File: src/hdl/sfp_pkg.sv
package sfp_pkg;

   // largest declared frame size; a length byte must stay below it
   localparam int unsigned MAX_FRAME = 32;

   // field widths
   localparam int unsigned BYTE_W   = 8;
   localparam int unsigned CODE_W   = 7;
   localparam int unsigned LEN_W    = 5;
   localparam int unsigned STATUS_W = 2;

   // length bytes must be below both MAX_FRAME and the reach of the length field
   localparam int unsigned LEN_SPAN  = 1 << LEN_W;
   localparam int unsigned LEN_LIMIT = (MAX_FRAME < LEN_SPAN) ? MAX_FRAME : LEN_SPAN;

   // request kinds carried on tuser
   localparam logic CMD_BEGIN = 1'b0;
   localparam logic CMD_BYTE  = 1'b1;

   // valid protocol version and the reserved command bit
   localparam logic [BYTE_W-1:0] VERSION_OK   = 8'h00;
   localparam logic [BYTE_W-1:0] CMD_RESERVED = 8'h80;

   // packed response data width, whole bytes
   localparam int unsigned RSP_FIELDS_W = STATUS_W + BYTE_W + CODE_W + LEN_W;
   localparam int unsigned RSP_DATA_W   = ((RSP_FIELDS_W + 7) / 8) * 8;

   typedef enum logic [1:0] {
      ST_OK      = 2'd0,
      ST_BADVER  = 2'd1,
      ST_BADCMD  = 2'd2,
      ST_TOOLONG = 2'd3
   } status_type;

   typedef enum logic [4:0] {
      PH_IDLE = 5'b00001,
      PH_VER  = 5'b00010,
      PH_CMD  = 5'b00100,
      PH_LEN  = 5'b01000,
      PH_DATA = 5'b10000
   } phase_type;

   typedef struct packed {
      phase_type         phase;
      logic [CODE_W-1:0] held_code;
      logic [LEN_W-1:0]  held_length;
      logic [LEN_W-1:0]  byte_count;
   } parse_state_type;

   typedef struct packed {
      status_type        status;
      logic              has_payload;
      logic [BYTE_W-1:0] payload_byte;
      logic              frame_end;
      logic [CODE_W-1:0] request_code;
      logic [LEN_W-1:0]  payload_length;
   } result_type;

endpackage

File: src/hdl/sfp_decode.sv
module sfp_decode (
   input  sfp_pkg::parse_state_type    cur_state,
   input  logic                        command,
   input  logic [sfp_pkg::BYTE_W-1:0]  rx_byte,
   output sfp_pkg::parse_state_type    nxt_state,
   output logic                        emit,
   output sfp_pkg::result_type         result
);

   logic [sfp_pkg::LEN_W-1:0] count_inc;
   logic                      len_bad;

   assign count_inc = cur_state.byte_count + sfp_pkg::LEN_W'(1);
   assign len_bad   = {1'b0, rx_byte} >= 9'(sfp_pkg::LEN_LIMIT);

   // per-byte frame decisions
   always_comb begin
      nxt_state             = cur_state;
      emit                  = 1'b0;
      result.status         = sfp_pkg::ST_OK;
      result.has_payload    = 1'b0;
      result.payload_byte   = '0;
      result.frame_end      = 1'b0;

      if (command == sfp_pkg::CMD_BEGIN) begin
         nxt_state.phase       = sfp_pkg::PH_VER;
         nxt_state.held_code   = '0;
         nxt_state.held_length = '0;
         nxt_state.byte_count  = '0;
      end else begin
         unique case (cur_state.phase)
            sfp_pkg::PH_VER: begin
               if (rx_byte != sfp_pkg::VERSION_OK) begin
                  nxt_state.phase  = sfp_pkg::PH_IDLE;
                  emit             = 1'b1;
                  result.status    = sfp_pkg::ST_BADVER;
                  result.frame_end = 1'b1;
               end else begin
                  nxt_state.phase = sfp_pkg::PH_CMD;
               end
            end
            sfp_pkg::PH_CMD: begin
               if ((rx_byte & sfp_pkg::CMD_RESERVED) != '0) begin
                  nxt_state.phase  = sfp_pkg::PH_IDLE;
                  emit             = 1'b1;
                  result.status    = sfp_pkg::ST_BADCMD;
                  result.frame_end = 1'b1;
               end else begin
                  nxt_state.held_code = rx_byte[sfp_pkg::CODE_W-1:0];
                  nxt_state.phase     = sfp_pkg::PH_LEN;
               end
            end
            sfp_pkg::PH_LEN: begin
               if (len_bad) begin
                  nxt_state.phase  = sfp_pkg::PH_IDLE;
                  emit             = 1'b1;
                  result.status    = sfp_pkg::ST_TOOLONG;
                  result.frame_end = 1'b1;
               end else begin
                  nxt_state.held_length = rx_byte[sfp_pkg::LEN_W-1:0];
                  nxt_state.byte_count  = '0;
                  if (rx_byte[sfp_pkg::LEN_W-1:0] == '0) begin
                     // empty frame ends right at the header
                     nxt_state.phase  = sfp_pkg::PH_IDLE;
                     emit             = 1'b1;
                     result.frame_end = 1'b1;
                  end else begin
                     nxt_state.phase = sfp_pkg::PH_DATA;
                  end
               end
            end
            sfp_pkg::PH_DATA: begin
               nxt_state.byte_count = count_inc;
               emit                 = 1'b1;
               result.has_payload   = 1'b1;
               result.payload_byte  = rx_byte;
               if (count_inc >= cur_state.held_length) begin
                  nxt_state.phase  = sfp_pkg::PH_IDLE;
                  result.frame_end = 1'b1;
               end
            end
            default: begin
               // not armed: byte is dropped
               nxt_state = cur_state;
            end
         endcase
      end

      // header fields as held after this byte
      result.request_code   = nxt_state.held_code;
      result.payload_length = nxt_state.held_length;
   end

endmodule

File: src/hdl/serial_request_frame_parser.sv
// channel   dir  fields
// req_      in   tuser: command; tdata: rx_byte
// rsp_      out  tuser: has_payload; tlast: frame_end;
//                tdata: status, payload_byte, request_code, payload_length
//
// one request per cycle sustained while rsp_tready stays high; a request is held in the
// input register, and any response it yields is then loaded into the response register
// reset clears the parser to idle (not armed) and empties both registers
// a stalled response holds the input register; req_tready drops only when both
// the input register and the response register are occupied
module serial_request_frame_parser (
   input  logic                             clock,
   input  logic                             reset,
   input  logic                             req_tvalid,
   output logic                             req_tready,
   input  logic [sfp_pkg::BYTE_W-1:0]       req_tdata,   // [7:0] rx_byte
   input  logic                             req_tuser,   // [0] command
   output logic                             rsp_tvalid,
   input  logic                             rsp_tready,
   output logic [sfp_pkg::RSP_DATA_W-1:0]   rsp_tdata,   // [1:0] status, [9:2] payload_byte,
                                                         // [16:10] request_code,
                                                         // [21:17] payload_length, rest zero
   output logic                             rsp_tuser,   // [0] has_payload
   output logic                             rsp_tlast    // frame_end
);

   logic                        req_valid_ff, req_valid_in;
   logic                        req_cmd_ff, req_cmd_in;
   logic [sfp_pkg::BYTE_W-1:0]  req_byte_ff, req_byte_in;
   sfp_pkg::parse_state_type    state_ff, state_in;
   logic                        rsp_valid_ff, rsp_valid_in;
   sfp_pkg::result_type         rsp_ff, rsp_in;

   sfp_pkg::parse_state_type    dec_state;
   logic                        dec_emit;
   sfp_pkg::result_type         dec_result;
   logic                        advance;
   logic                        take;

   // stage hand-off
   assign advance    = !rsp_valid_ff || rsp_tready;
   assign req_tready = !req_valid_ff || advance;
   assign take       = req_tvalid && req_tready;

   sfp_decode u_decode (
      .cur_state (state_ff),
      .command   (req_cmd_ff),
      .rx_byte   (req_byte_ff),
      .nxt_state (dec_state),
      .emit      (dec_emit),
      .result    (dec_result)
   );

   // input register
   always_comb begin
      req_valid_in = req_valid_ff;
      req_cmd_in   = req_cmd_ff;
      req_byte_in  = req_byte_ff;
      if (take) begin
         req_valid_in = 1'b1;
         req_cmd_in   = req_tuser;
         req_byte_in  = req_tdata;
      end else if (advance) begin
         req_valid_in = 1'b0;
      end
   end

   // parser state and response register
   always_comb begin
      state_in     = state_ff;
      rsp_valid_in = rsp_valid_ff;
      rsp_in       = rsp_ff;
      if (advance) begin
         rsp_valid_in = req_valid_ff && dec_emit;
         rsp_in       = dec_result;
         if (req_valid_ff) begin
            state_in = dec_state;
         end
      end
   end

   always_ff @(posedge clock) begin
      if (reset) begin
         req_valid_ff         <= 1'b0;
         rsp_valid_ff         <= 1'b0;
         state_ff.phase       <= sfp_pkg::PH_IDLE;
         state_ff.held_code   <= '0;
         state_ff.held_length <= '0;
         state_ff.byte_count  <= '0;
      end else begin
         req_valid_ff <= req_valid_in;
         rsp_valid_ff <= rsp_valid_in;
         state_ff     <= state_in;
      end
   end

   always_ff @(posedge clock) begin
      req_cmd_ff  <= req_cmd_in;
      req_byte_ff <= req_byte_in;
      rsp_ff      <= rsp_in;
   end

   // response ports
   assign rsp_tvalid = rsp_valid_ff;
   assign rsp_tuser  = rsp_ff.has_payload;
   assign rsp_tlast  = rsp_ff.frame_end;
   assign rsp_tdata  = sfp_pkg::RSP_DATA_W'({rsp_ff.payload_length, rsp_ff.request_code,
                                             rsp_ff.payload_byte, rsp_ff.status});

endmodule

File: config.mk
export PLATFORM = sky130hd
export DESIGN_NAME = serial_request_frame_parser
export DESIGN_NICKNAME = d
export VERILOG_FILES = /design/src/hdl/sfp_pkg.sv /design/src/hdl/sfp_decode.sv /design/src/hdl/serial_request_frame_parser.sv
export SDC_FILE = /design/constraint.sdc
export NUM_CORES = 1
export LEC_CHECK = 0
export BUFFER_PORTS_ARGS = -buffer_cell sky130_fd_sc_hd__buf_2
export CORE_ASPECT_RATIO = 1.75
export CORE_UTILIZATION = 55
export CTS_CLUSTER_DIAMETER = 50
export DETAILED_ROUTE_END_ITERATION = 12
export PLACE_DENSITY = 0.79
export SLEW_MARGIN = 20
export SYNTH_ARGS = -nofsm -noshare
export SYNTH_HDL_FRONTEND = slang
export SYNTH_SLANG_ARGS = --single-unit
File: constraint.sdc
create_clock -name clock -period 2.8 [get_ports clock]
set_clock_uncertainty 0.2 [all_clocks]
set_input_delay 0.28 -clock clock [delete_from_list [all_inputs] [get_ports clock]]
set_output_delay 0.28 -clock clock [all_outputs]
set_load 0.01 [all_outputs]
==> metrics.md, run 1 <==
| Metric | Value |
|---|---|
| Status | complete, no violations |
| DIE WIDTH | 54.6 um |
| Row count | 33 |
| Crit path max fanout | 11 |
| RSZ-0062 raised after global routing | no |
| Die Ht | 94.1 um |
| Vias per Instance | 5.75 |
| #FFs+latches synth | 57 |
| Layer with the highest usage | met2 |
| Distinct cells, synth | 39 |
| Post-synth EDFFs | 33 |
| Die area | 5140 um2 |
| TritonCTS clock tree | built |
| Vias in the first global route | 2,062 |
| Pwr/cell area | 531 nW/um2 |
| Reg2reg setup slack | 0.39 ns |
| Type of element capturing the critical path | flip-flop |
| Final hold violations | 0 |
| Worst skew pair latency | approximately 0.34 ns |
| Share of the synthesized area in the top cell type | 0.372 |
| Worst setup path category | reg -> reg |
| Switch share | 0.216 |
| RD Place Congestion | 0.912 |
| Clock buffer depth | 2 |
| CTS root buf | clkbuf_8 |
| Worst path cell trace | or3_4 > or3_1 > buf_4 > a21o_1 > a22oi_1 > nor2_1 |
| Net Sw Power | between 0.3 and 0.4 mW |
| Syn Inst Count | 254 |
| First-pass detailed-route iteration total | 5 |
| WHS | 0.113 ns |
| Post-Syn Area | 2670 um2 |
| Slowest CP cell | or3_1 |
| Ys Warns | 0 |
| H-tree Lvls | 3 |
| GR Util met3 | 0.0583 |
| Finish-stage setup viols | 0 |
| Max-cap viol count | 0 |
| Setup TNS | 0 ns |
| Int Power | 1.32 mW |
| LEAKAGE | 1.38 nW |
| Max-slew violations | 0 |
| Antenna violations before repair | 0 |
| Most frequent cell after synthesis | nor2_1 |
| Initial Util | 0.571 |
| Critical Path RT | 2.81 ns |
| Tot Pwr | 1.69 mW |
| Hold_sp | rsp_tready |
| First-pass GRT wire length | 9.25 mm |
| Port-buffer cells | 38 |
| Met2 Track Usage GR | 0.423 |
| IO Pins | 41 |
| Mean routed wirelength per cell | between 15 and 20 um |
| Design area | 3180 um2 |
| Post-Route WL | around 5.5 mm |
| GRT Util Overall | 0.255 |
| # nets final | 325 |
| Post-synth top cells | nor2_1 (39), edfxtp_1 (33), dfxtp_1 (24) |
| Top cells by area, synth | edfxtp_1 (37%), dfxtp_1 (18%), nor2_1 (5.5%), mux2i_1 (5.3%), a22oi_1 (3.9%) |
| # clock sinks | 57 |
| Crit-path leading delay family | simple AND/OR/NAND/NOR gates |
| Worst-case vdd ir drop | 0.602 mV |
| Crit path largest cell delay | 0.44 ns |
| Tmin final | 2.41 ns |
| Register area share after synthesis | 0.552 |
| Hold Path Class | in -> reg |
| End of the worst register-to-register path | state_ff[13]$_SDFFE_PP0P_ |
| Ys async rst share | 0 |
| Routed vias | 2,089 |
| Main synth FF type | edfxtp_1 |
| Clock power share | 0.425 |
| Initial DRC count | 79 |
| Crit path DAT | 2.42 ns |
| Met1 usage | 0.280 |
| Seq pwr share | 0.539 |
| Worst setup SP type | flip-flop |
| Largest net degree at the start of global routing | 28 |
| Hold Path Cell Cnt | 4 |
| Fmax | between 400 and 500 MHz |
| Final antenna-violating net count | 0 |
| Diode count | 0 |
| Logic pwr share | 0.036 |
| # DRC | 0 |
| Worst Hold End | req_valid_ff$_SDFFE_PP0P_ |
| R2R Path Start | state_ff[18]$_SDFFE_PP0P_ |
| Crit path buffers/inverters | 1 |
| Share of cells above drive strength 1 | 0.203 |
| Fillers | 376 |
| Post-CTS Resized | 0 |
| Num CTS Buffers | 9 |
| Post-DP HPWL | 3.77 mm |
| Placed instance area | 2890 um2 |
| Worst R2R Path Depth | 6 |
| Period utilization | 0.860 |
| Post-CTS setup buffers | 0 |
| Synth area leader | edfxtp_1 |
| Synthesis-to-layout area growth | 19.1% |
| Core box area | between 4000 and 5000 um2 |
| Syn Area/Cell | roughly 10 um2 |
| Clock Pin Slew Worst Setup and Hold Paths | around 0.070 ns |
| Grt total ovfl | 0 |
## layout by cell type (no fill, tap or decap), drive strengths merged, types with 13 or more instances in the layout
cell type and count:
edfxtp 33, a22oi 14, nor2 40, dfxtp 24, mux2i 14, buf 43, o21ai 13, a21oi 13
## how the worst max path moves through the flow
| stage | startpoint | endpoint | cells past startpoint |
|---|---|---|---|
| after floorplan | rsp_tvalid$_SDFFE_PP0P_ | state_ff[20]$_SDFFE_PP0P_ | 7 |
| after global placement | state_ff[18]$_SDFFE_PP0P_ | state_ff[13]$_SDFFE_PP0P_ | 6 |
| after detailed placement | state_ff[18]$_SDFFE_PP0P_ | state_ff[13]$_SDFFE_PP0P_ | 6 |
| after CTS | state_ff[18]$_SDFFE_PP0P_ | state_ff[13]$_SDFFE_PP0P_ | 6 |
| after global routing | state_ff[0]$_SDFFE_PP0P_ | state_ff[20]$_SDFFE_PP0P_ | 9 |
| final | state_ff[18]$_SDFFE_PP0P_ | state_ff[13]$_SDFFE_PP0P_ | 6 |
## kinds of logic after synthesis
family	Yosys count	synth area share
muxes	14	0.0526
adders and majority gates	6	0.0282
other	1	0.00141
and+or+nand+nor	94	0.174
AOI/OAI and AO/OA	57	0.136
buffers and inverters	19	0.0366
xor gates and xnor gates	6	0.0197
DFF	57	0.552
## metrics by stage
step | worst slack [ns] | cells | utilization
detailed placement | 0.433 | 337 | 0.619
finish | 0.391 | 363 | 0.681
global route | 0.219 | 363 | 0.681
floorplan | 0.483 | 255 | -
global placement | 0.471 | 337 | 0.619
CTS | 0.400 | 363 | 0.681
## cell type report
class,count,area [um2],share of cell area
Sequential cell,57,1470,0.463
Multi-Input combinational cell,179,1100,0.347
Timing Repair Buffer,53,328,0.103
Clock buffer,10,128,0.0402
Tap cell,52,65.1,0.0205
Clock inverter,6,60.1,0.0189
Inverter,6,22.5,0.00709
## timing repair
item / in CTS / in global routing
hold endpoints to repair: 10 / 0
hold buffers: 10 / 0
endpoints found under the setup margin: 0 / 0
## flip-flops by register name (all words and copies together) (netlist names)
| name | flops |
|---|---|
| state_ff | 22 |
| rsp_tvalid | 1 |
| req_byte_ff | 8 |
| req_cmd_ff | 1 |
| rsp_tuser | 1 |
| req_valid_ff | 1 |
| rsp_tdata | 22 |
| rsp_tlast | 1 |
## layer usage
layer	vias to the layer above	part of all wire	wire, um
met4	0	0.023	128
met1	1000	0.38	2070
met2	50	0.57	3110
met3	14	0.035	192
met5	-	0	0
li1	1025	-	-
## power groups by stage
stage	sequential, mW	clock [mW]	combinational (mW)
2_1_floorplan	0.916	0	0.0389
3_3_place_gp	0.926	0	0.0483
3_5_place_dp	0.926	0	0.0487
4_1_cts	0.908	0.731	0.0595
5_1_grt	0.910	0.770	0.0665
6_report	0.909	0.717	0.0604
## worst register-to-register path: cells and delay by family, from the launching register on
kind	cells	cell delay, ns
buffers and inverters	1	0.23
flip-flops	1	0.42
AND/OR/NAND/NOR	3	0.94
AO/OA/AOI/OAI	2	0.50
Power figures use the tool's default switching activity.
==> run 2, diff against run 1 <==
--- a/config.mk
+++ b/config.mk
@@ -6,11 +6,13 @@
 export NUM_CORES = 1
 export LEC_CHECK = 0
 export BUFFER_PORTS_ARGS = -buffer_cell sky130_fd_sc_hd__buf_2
+export CELL_PAD_IN_SITES_DETAIL_PLACEMENT = 2
+export CELL_PAD_IN_SITES_GLOBAL_PLACEMENT = 2
 export CORE_ASPECT_RATIO = 1.75
-export CORE_UTILIZATION = 55
+export CORE_UTILIZATION = 36
 export CTS_CLUSTER_DIAMETER = 50
 export DETAILED_ROUTE_END_ITERATION = 12
-export PLACE_DENSITY = 0.79
+export PLACE_DENSITY = 0.8
 export SLEW_MARGIN = 20
 export SYNTH_ARGS = -nofsm -noshare
 export SYNTH_HDL_FRONTEND = slang
==> run 2 against run 1 <==
Net effect: highest routed layer unchanged; worst setup slack lost 0.15 ns; maximum frequency shrank 5.8%; wire length grew 40%; critical path depth grew 3; combinational power grew 6.0%; non-clock buffer count shrank 1; final cell count grew 9.1%; flip-flop and latch count is the same; core utilization shrank 22 points.
==> metrics.md, run 2 (synthesized netlist as in run 1, its figures left out) <==
| Metric | Value |
|---|---|
| Fillers | 782 |
| First-pass GRT wire length | roughly 12 mm |
| H-tree Lvls | 3 |
| Fmax | about 390 MHz |
| Status | complete, no violations |
| Hold Path Class | in -> reg |
| TritonCTS clock tree | built |
| GRT Util Overall | 0.223 |
| Type of element capturing the critical path | flip-flop |
| Clock Pin Slew Worst Setup and Hold Paths | 0.05 ns |
| Synthesis-to-layout area growth | 24.1% |
| Post-CTS Resized | 0 |
| RD Place Congestion | 0.797 |
| Setup TNS | 0 ns |
| Vias in the first global route | 2,410 |
| Worst skew pair latency | 0.32 ns |
| Clock buffer depth | 2 |
| Initial Util | 0.371 |
| RSZ-0062 raised after global routing | no |
| Crit path max fanout | 7 |
| Vias per Instance | 5.50 |
| Hold Path Cell Cnt | 3 |
| Commonest non-fill, non-tap cells in the layout | nor2_1 (39), buf_2 (38), edfxtp_1 (33), dfxtp_1 (24) |
| Post-CTS setup buffers | 0 |
| Grt total ovfl | 0 |
| Hold_sp | req_tvalid |
| Crit path DAT | 2.61 ns |
| Diode count | 0 |
| Finish-stage setup viols | 0 |
| Num CTS Buffers | 9 |
| Reg2reg setup slack | ~0.24 ns |
| Routed vias | between 2,000 and 2,500 |
| Critical Path RT | 2.85 ns |
| Final antenna-violating net count | 0 |
| Worst R2R Path Depth | 9 |
| Post-DP HPWL | 5.26 mm |
| Largest net degree at the start of global routing | 28 |
| Final worst slack | ~0.24 ns |
| # nets final | 324 |
| Mean routed wirelength per cell | between 15 and 20 um |
| LEAKAGE | 1.42 nW |
| Share of cells above drive strength 1 | 0.200 |
| # DRC | 0 |
| Worst Hold End | req_valid_ff$_SDFFE_PP0P_ |
| Post-Route WL | 7.71 mm |
| Final hold violations | 0 |
| Worst-case vdd ir drop | 0.405 mV |
| Worst Max-Slew Pin Slew | 0.546 ns |
| Die Ht | 116 um |
| Row count | 41 |
| Worst setup path category | reg -> reg |
| Port-buffer cells | 38 |
| Tmin final | 2.56 ns |
| Antenna violations before repair | 0 |
| IO Pins | slightly above 40 |
| Max-slew violations | 0 |
| WHS | 0.0121 ns |
| Period utilization | 0.914 |
| Place WS | 0.314 ns |
| Worst setup SP type | flip-flop |
| # clock sinks | 57 |
| Initial DRC count | 126 |
| DIE WIDTH | 67.1 um |
| Relative slew slack | 0.636 |
| CTS root buf | clkbuf_16 |
| End of the worst register-to-register path | state_ff[20]$_SDFFE_PP0P_ |
| Max-cap viol count | 0 |
| Core box area | 7180 um2 |
| Pwr/cell area | roughly 610 nW/um2 |
| Die area | 7770 um2 |
| Most common cell after layout, fill and taps aside | nor2_1 |
| R2R Path Start | state_ff[0]$_SDFFE_PP0P_ |
| First-pass detailed-route iteration total | 4 |
==> run 2: cell count changes in the layout (fill, tap and decap cells not counted) <==
cell           delta
dlygate4sd3_1     -1
clkbuf_8          -9
clkinv_2          -1
clkbuf_16         +9
clkinv_1          +1
==> run 2: worst max-delay path by stage <==
| stage | from | end | slack (ns) | cells after the start |
|---|---|---|---|---|
| after global routing | state_ff[0]$_SDFFE_PP0P_ | state_ff[20]$_SDFFE_PP0P_ | 0.06 | 9 |
| final | state_ff[0]$_SDFFE_PP0P_ | state_ff[20]$_SDFFE_PP0P_ | 0.24 | 9 |
| after CTS | state_ff[0]$_SDFFE_PP0P_ | state_ff[20]$_SDFFE_PP0P_ | 0.25 | 9 |
| after detailed placement | state_ff[0]$_SDFFE_PP0P_ | state_ff[20]$_SDFFE_PP0P_ | 0.31 | 9 |
| after floorplan | rsp_tvalid$_SDFFE_PP0P_ | state_ff[20]$_SDFFE_PP0P_ | 0.48 | 7 |
| after global placement | state_ff[0]$_SDFFE_PP0P_ | state_ff[20]$_SDFFE_PP0P_ | 0.50 | 9 |
==> run 2: timing repair <==
| item | CTS | global route |
|---|---|---|
| endpoints found under the hold margin | 9 | 0 |
| hold buffers | 9 | 0 |
| endpoints found under the setup margin | 0 | 0 |
==> run 2: worst max-delay path: stages (launching register included) <==
cell	delay (ns)
dfxtp_1	0.40
ha_1	0.25
nand3_1	0.13
xnor2_1	0.17
ha_1	0.32
nor2_1	0.06
a21oi_1	0.17
nand2_1	0.17
or4_1	0.45
a21oi_1	0.16
==> run 2: power breakdown <==
group | internal, mW | switching [mW] | leakage (nW)
Clock | 0.681 | 0.370 | 0.136
Combinational | 0.0268 | 0.0372 | 0.706
Sequential | 0.892 | 0.0208 | 0.578
Total | 1.60 | 0.428 | 1.42
==> run 2: through the flow <==
step	area [um2]	instances	utilization	power, mW
global route	3310	396	0.461	2.09
floorplan	2670	255	-	0.955
detailed placement	2930	371	0.408	0.982
CTS	3310	396	0.461	2.05
global placement	2930	371	0.408	0.980
finish	3310	396	0.461	2.03
==> run 2: layout make-up <==
type | count | area, um2 | share of cell area
Inverter | 6 | 22.5 | 0.00681
Multi-Input combinational cell | 179 | 1100 | 0.333
Sequential cell | 57 | 1470 | 0.445
Clock buffer | 10 | 229 | 0.0692
Timing Repair Buffer | 52 | 318 | 0.0961
Clock inverter | 6 | 58.8 | 0.0178
Tap cell | 86 | 108 | 0.0325
==> run 2: metal layers <==
metal / GRT usage / share of wire
met3: 0.0512 / 0.028
met2: 0.403 / 0.56
met5: 0 / 0
met1: 0.222 / 0.37
met4: 0.133 / 0.038
==> run 3, diff against run 2 <==
--- a/config.mk
+++ b/config.mk
@@ -9,10 +9,11 @@
 export CELL_PAD_IN_SITES_DETAIL_PLACEMENT = 2
 export CELL_PAD_IN_SITES_GLOBAL_PLACEMENT = 2
 export CORE_ASPECT_RATIO = 1.75
-export CORE_UTILIZATION = 36
+export CORE_UTILIZATION = 37
+export CTS_BUF_LIST = sky130_fd_sc_hd__clkbuf_4
 export CTS_CLUSTER_DIAMETER = 50
 export DETAILED_ROUTE_END_ITERATION = 12
-export PLACE_DENSITY = 0.8
+export PLACE_DENSITY = 0.82
 export SLEW_MARGIN = 20
 export SYNTH_ARGS = -nofsm -noshare
 export SYNTH_HDL_FRONTEND = slang
==> run 3 against run 2 <==
Net effect: wire length down 4.5%; final cell count unchanged; worst setup slack better by 0.14 ns; via count down 1.6%.
==> metrics.md, run 3 (synthesized netlist as in run 1, its figures left out) <==
| Metric | Value |
|---|---|
| Synthesis-to-layout area growth | 18.8% |
| Commonest non-fill, non-tap cells in the layout | nor2_1 (39), buf_2 (38), edfxtp_1 (33), dfxtp_1 (24) |
| Max-cap viol count | 0 |
| TritonCTS clock tree | built |
| Critical Path RT | 2.97 ns |
| Max-slew violations | 0 |
| Place WS | 0.379 ns |
| # clock sinks | 57 |
| Core box area | 6910 um2 |
| Initial Util | 0.386 |
| Fmax | 413 MHz |
| CTS root buf | clkbuf_4 |
| IO Pins | 41 |
| Fillers | 752 |
| Post-CTS Resized | 0 |
| Worst Max-Slew Pin Slew | 0.584 ns |
| Largest net degree at the start of global routing | 28 |
| RD Place Congestion | 0.832 |
| GRT Util Overall | 0.219 |
| Num CTS Buffers | 9 |
| Logic pwr share | 0.043 |
| Clock buffer depth | 2 |
| Int Power | 1.19 mW |
| Share of cells above drive strength 1 | 0.199 |
| Setup TNS | 0 ns |
| Port-buffer cells | 38 |
| Hold Path Class | in -> reg |
| LEAKAGE | 1.36 nW |
| Relative slew slack | 0.607 |
| # nets final | 327 |
| Post-Route WL | 7.36 mm |
| Die Ht | 114 um |
| First-pass detailed-route iteration total | 4 |
| Clock power share | 0.370 |
| Final worst slack | 0.379 ns |
| Crit path DAT | 2.59 ns |
| Crit path max fanout | 7 |
| DIE WIDTH | between 60 and 70 um |
| Diode count | 0 |
| Grt total ovfl | 0 |
| Antenna violations before repair | 0 |
| Tot Pwr | 1.54 mW |
| Multi-input logic area | 1100 um2 |
| RSZ-0062 raised after global routing | no |
| Post-DP HPWL | about 5.4 mm |
| Worst-case vdd ir drop | ~0.29 mV |
| Status | complete, no violations |
| Net Sw Power | 0.359 mW |
| Register area | 1470 um2 |
| Final hold violations | 0 |
| Type of element capturing the critical path | flip-flop |
| Finish-stage setup viols | 0 |
| H-tree Lvls | 3 |
| Die area | between 7000 and 8000 um2 |
| Worst setup path category | reg -> reg |
| Pwr/cell area | 488 nW/um2 |
| Period utilization | 0.865 |
| Routed vias | 2,142 |
| Worst skew pair latency | 0.43 ns |
| Most common cell after layout, fill and taps aside | nor2_1 |
| Worst setup SP type | flip-flop |
| First-pass GRT wire length | approximately 12 mm |
| Initial DRC count | 121 |
| Clock Pin Slew Worst Setup and Hold Paths | between 0.1 and 0.15 ns |
| Tmin final | 2.42 ns |
| Final antenna-violating net count | 0 |
| Vias in the first global route | 2,338 |
| # DRC | 0 |
| Seq pwr share | 0.587 |
| Vias per Instance | 5.41 |
| Switch share | 0.232 |
| Mean routed wirelength per cell | 18.6 um |
| Row count | 40 |
-- run 3: changes by cell type in the layout (fill, tap and decap cells not counted), sizes merged --
| cell | delta |
|---|---|
| dlygate4sd3 | +1 |
| buf | +2 |
| clkinvlp | -1 |
-- run 3: per-stage QoR --
| stage | hold WS [ns] | instances | util | instance area (um2) |
|---|---|---|---|---|
| floorplan | 0.149 | 255 | - | 2670 |
| finish | 0.0314 | 396 | 0.459 | 3170 |
| detailed placement | 0.258 | 371 | 0.426 | 2940 |
| global route | 0.0763 | 396 | 0.459 | 3170 |
| global placement | 0.258 | 371 | 0.426 | 2940 |
| CTS | 0.0169 | 396 | 0.459 | 3170 |
-- run 3: area by class of cell --
cell class              instances  share of cell area
clock buffers                  10              0.0237
clock inverters                 5              0.0154
inverters                       6             0.00711
multi-input cells             179               0.348
flip-flops and latches         57               0.465
well taps                      84              0.0332
repair buffers                 55               0.108
-- run 3: worst paths after layout --
kind	cells past startpoint	startpoint	slack (ns)	to
worst max-delay path	8	state_ff[0]$_SDFFE_PP0P_	0.38	state_ff[20]$_SDFFE_PP0P_
worst min-delay path	4	rsp_tready	0.03	req_valid_ff$_SDFFE_PP0P_
worst max register to register	8	state_ff[0]$_SDFFE_PP0P_	0.38	state_ff[20]$_SDFFE_PP0P_
worst min register to register	2	state_ff[4]$_SDFFE_PP0P_	0.29	state_ff[4]$_SDFFE_PP0P_
-- run 3: critical path, cell delays in order (launching register included) --
cell and delay (ns):
dfxtp_1 0.40, ha_1 0.25, xor2_1 0.20, ha_1 0.20, o21ai_0 0.14, o211ai_1 0.22, nand2_1 0.18, or4_1 0.44
a21oi_1 0.15
-- run 3: power by group through the flow --
stage	logic, mW	clock network (mW)	registers [mW]
2_1_floorplan	0.0389	0	0.916
3_3_place_gp	0.0533	0	0.926
3_5_place_dp	0.0556	0	0.927
4_1_cts	0.0669	0.589	0.908
5_1_grt	0.0734	0.615	0.909
6_report	0.0660	0.571	0.907
-- run 3: metal layers --
layer	global-route usage	part of all wire
met5	0	0
met4	0.122	0.027
met3	0.0518	0.027
met2	0.391	0.56
met1	0.227	0.39
-- run 3: repair_timing --
item,CTS,global route
setup buffers,0,0
hold buffers,10,0
hold endpoints to repair,10,0
